## src/hw/rtl/hcbp_ram.sv

```systemverilog
// Generic single-write, single-read RAM with registered read data.
// No dependencies; contents are undefined until written.

module hcbp_ram #(
    parameter int WIDTH = 8,
    parameter int DEPTH = 256
) (
    input  logic                                   i_clk,
    input  logic                                   i_wr_en,
    input  logic [(DEPTH > 1 ? $clog2(DEPTH) : 1)-1:0] i_wr_addr,
    input  logic [WIDTH-1:0]                       i_wr_data,
    input  logic                                   i_rd_en,
    input  logic [(DEPTH > 1 ? $clog2(DEPTH) : 1)-1:0] i_rd_addr,
    output logic [WIDTH-1:0]                       o_rd_data
);

    logic [WIDTH-1:0] r_mem [DEPTH];
    logic [WIDTH-1:0] r_rd_data;

    // Write port
    always_ff @(posedge i_clk) begin
        if (i_wr_en) begin
            r_mem[i_wr_addr] <= i_wr_data;
        end
    end

    // Registered read port
    always_ff @(posedge i_clk) begin
        if (i_rd_en) begin
            r_rd_data <= r_mem[i_rd_addr];
        end
    end

    assign o_rd_data = r_rd_data;

endmodule

```

## config.mk

```make
export PLATFORM = sky130hd
export DESIGN_NAME = hcbp_ram
export DESIGN_NICKNAME = d
export VERILOG_FILES = /design/src/hw/rtl/hcbp_ram.sv
export SDC_FILE = /design/constraint.sdc
export NUM_CORES = 2
export LEC_CHECK = 0
export BUFFER_PORTS_ARGS = -buffer_cell sky130_fd_sc_hd__buf_2
export CAP_MARGIN = 15
export CORE_UTILIZATION = 60
export DETAILED_ROUTE_END_ITERATION = 16
export PLACE_DENSITY_LB_ADDON = 0.15
export SETUP_SLACK_MARGIN = 0.2
export SLEW_MARGIN = 20
export SYNTH_ARGS = -nofsm -noshare
export SYNTH_HDL_FRONTEND = slang
export SYNTH_SLANG_ARGS = --single-unit
```

## constraint.sdc

```tcl
create_clock -name i_clk -period 5.85 [get_ports i_clk]
set_clock_uncertainty 0.05 [all_clocks]
set_input_delay 0.8775 -clock i_clk [delete_from_list [all_inputs] [get_ports i_clk]]
set_output_delay 0.8775 -clock i_clk [all_outputs]
set_load 0.01 [all_outputs]
```

# Yosys cells after proc, flatten, opt, wreduce, memory -nomap -nowiden
# Memories as Yosys holds them, arrays and structs flattened. A register that Yosys moved wholly into a read port is not among the register bits.
# Cells that the tools add are included.
[classes]
mux = 2
[op_table]
columns = ["op", "count"]
rows = [
  ["two-way mux 1 bit", 2],
]
[totals]
ram_bits = 2048
input_bits = 27
out_inout_bits = 8
word_cells = 3
regBits = 0
mem_count = 1
[memory_table]
columns = ["name", "depth", "width", "read_ports", "rd_ports_with_merged_regs", "write_ports", "line_no", "source"]
rows = [
  ["r_mem", 256, 8, 1, 1, 1, "17", "logic [WIDTH-1:0] r_mem [DEPTH];"],
]

# Depth between registers and ports, before layout
[depth]
ltp_word = 2
mapped_depth = 11
ltp_nobuf = 6

# Worst setup path before layout
# OpenSTA, ideal clock, no wires.
[synth_timing]
path_kind = "input -> register"
start = "in i_rd_addr[0] (netlist bit)"
end = "reg r_rd_data[2], in the netlist o_rd_data[2], read port of r_mem (data pin)"
setup_slack_ns = 2.846
setup_ns = 0.269
cell_stages = 9
t_arrival_ns = 2.685
cell_sequence = "buf_6 -> buf_12 -> buf_8 -> buf_2 -> mux4_2 -> a22oi_1 -> a21oi_1 -> nor4_1 -> nor4_2"
[synth_rtl]
columns = ["element", "line_no", "source"]
rows = [
  ["from (decl)", "13", "input logic [(DEPTH > 1 ? $clog2(DEPTH) : 1)-1:0] i_rd_addr,"],
  ["to (decl)", "18", "logic [WIDTH-1:0] r_rd_data;"],
]

==> impl_results.md <==
* Worst-path clk slew at 60 ps
* Ys async rst share at 0%
* Fin crit period at 3810 ps
* Post-Route WL at 194 mm
* Clock power share at 40.0%
* Largest net degree at the start of global routing at 154
* Port Buf Inserts at 34
* Int Pwr at about 0.023 W
* Hold crit path type: in2reg
* Flop-to-flop setup slack at 2770 ps
* Commonest non-fill, non-tap cell in the layout: edfxtp_1
* Slew headroom at ~17%
* Number of synthesized register bits at 2056
* Hold buffer count at CTS at 0
* Routed WL per cell at 33.9 um
* Tot GR Track Use at 29.3%
* WP data arrival at 4300 ps
* Crit path to: o_rd_data[1]
* Reg2reg end: o_rd_data[3]
* Period utilization at between 60% and 70%
* Post-detail-place hpwl at between 100 and 150 mm
* Design area at 0.0875 mm2
* DIE HEIGHT at 366 um
* Post-route ant nets at 0
* Total core area at 0.132 mm2
* CTS-repair resized insts at 0
* Worst-Margin Slew at 1240 ps
* Crit path launch type: input pin
* Mapped Cells at 3733
* Total nets after synthesis at 3760
* Crit path kind: in2reg
* VDD IR max at between 0.3 and 0.4 mV
* Switching Share at about a fifth
* Area of placed instances at 0.0816 mm2
* Cell Pwr Density at 337 mW/mm2
* RePlAce Congestion at 0.869
* Final Hold Viols at 0
* Slew Limit Fails at 0
* Drc violations at 0
* Worst r2r src: r_mem[210][3]
* R2R depth at 6
* Pre-CTS setup slack at 1190 ps
* Synth warn at 0
* Via count at 39443
* Root buffer cell: clkbuf_16
* Required @ worst endpoint at 6340 ps
* Post-Syn Area at 0.0796 mm2
* Total grt overflow at 0
* H-tree Lvls at 4
* Most frequent cells in the layout: 2056 x edfxtp_1, 454 x mux4_2, 277 x nor2_1, 201 x clkbuf_16, 134 x mux2i_1
* Die W at roughly 370 um
* Initial Utilization at between 60% and 70%
* Final setup fails at 0
* First-pass GRT wire length at 279 mm
* EDFF count, synth at 2056
* Leak Pwr at between 20 and 30 nW
* Worst Path Max Fanout at 97
* Initial antenna violation count at 10
* Max capacitance violation total at 0
* Nets at 3845
* Clk_lat worst skew at 840 ps
* F_max at roughly 260 MHz
* Layout cell share with drive strength beyond 1 at 21.7%
* Vias in the first global route at 39122
* Top_reg_cell synth: edfxtp_1
* Initial DRC count at 5567
* Clk buf depth at 3
* DP Cell Count at between 5000 and 6000
* Drt first pass iters at 6
* Status: finished clean
* Core Util, Final at 66.5%
* CTS tree: yes
* Crit end category: flop
* Vias per cell at around 6.9
* Logic pwr share at 4.9%
* Unrepaired setup endpoints after global routing: false
* CP startpoint: i_rd_addr[0]
* Switching Power at 0.00626 W
* Fill count at 8224
* Clock sink count at 2056
* Post-route insts no fill at 5721
* Part of the power in registers at between 50% and 60%
* Area Overhead vs Synth at 9.89%
* Setup TNS at 0 ps
* Share of the yosys chip area belonging to registers at 77.5%
* Final worst-path setup slack at 2040 ps
* Row cnt at 133
* Die area at 0.134 mm2
* IO Pins at 35
* Post-CTS Setup Bufs at 0
* Netlist cell types at between 50 and 60
* TritonCTS Buffers at 196
* Syn_area_per_cell at 21.3 um2
==> worst max-delay path: stages <==
cell      delay (ps)
buf_8            430
buf_12           650
mux4_2           580
nor2b_1          150
a211oi_1         280
nor3_1            90
nor4_1           950
nor4_1           150
==> metrics by stage <==
step                hold slack (ps)  power, W
finish                          431    0.0295
global route                    399    0.0302
CTS                             384    0.0296
detailed placement             1080    0.0180
global placement               1070    0.0180
floorplan                       814    0.0174
==> Yosys cell counts, drive strengths merged, types with 16 or more instances <==
library cell,instances,area share (%)
nor3,22,0.14
a22oi,133,1.3
a211oi,16,0.15
o221ai,47,0.52
nand3,34,0.21
buf,122,1.3
a21oi,96,0.60
o22ai,28,0.22
mux4,456,13
edfxtp,2056,78
nor2,282,1.3
clkbuf,111,0.52
mux2i,134,1.7
nor2b,31,0.24
nor4,27,0.24
nand2,33,0.16
==> logic make-up after synthesis <==
kind of cell | after synthesis | synth area share [%]
AOI/OAI and AO/OA | 385 | 3.42
buffers and inverters | 235 | 1.83
DFF | 2056 | 77.5
muxes | 591 | 14.6
and+or+nand+nor | 466 | 2.63
==> metal layers <==
layer,vias up,part of all wire (%),track usage [%]
met5,-,0.024,0
met4,6,3.9,10.7
met3,399,9.9,6.02
met2,2368,49,46.3
met1,20800,37,41.1
li1,15870,-,-
==> power groups by stage <==
stage                     sequential, W  combinational (W)  clock, W
after floorplan                  0.0166           0.000789         0
after global placement           0.0166            0.00140         0
after detailed placement         0.0166            0.00144         0
after CTS                        0.0163            0.00144    0.0119
after global routing             0.0163            0.00150    0.0124
final                            0.0163            0.00144    0.0118
==> cell type report <==
| cell class | instances | area (um2) | share of cell area [%] |
|---|---|---|---|
| flip-flops and latches | 2056 | 61700 | 70.5 |
| diodes | 4 | 10.0 | 0.0114 |
| inverters | 2 | 7.51 | 0.00858 |
| multi-input cells | 1442 | 16500 | 18.9 |
| well taps | 1755 | 2200 | 2.51 |
| clock buffers | 253 | 5230 | 5.97 |
| repair buffers | 120 | 1160 | 1.33 |
| clock inverters | 89 | 636 | 0.726 |
==> flip-flops by register name, summed over array words and instances, names as in the netlist <==
| name | cells |
|---|---|
| o_rd_data | 8 |
| r_mem | 2048 |
==> worst min-delay path by stage <==
| stage | from | end | slack (ps) | cells after the start |
|---|---|---|---|---|
| final | i_rd_en | o_rd_data[7] | 430 | 1 |
| after global routing | i_rd_en | o_rd_data[7] | 400 | 1 |
| after CTS | i_rd_en | o_rd_data[2] | 380 | 1 |
| after detailed placement | r_mem[47][6] | o_rd_data[6] | 1080 | 5 |
| after global placement | r_mem[45][6] | o_rd_data[6] | 1070 | 5 |
| after floorplan | r_mem[40][3] | o_rd_data[3] | 810 | 6 |
Power figures use the tool's default switching activity.
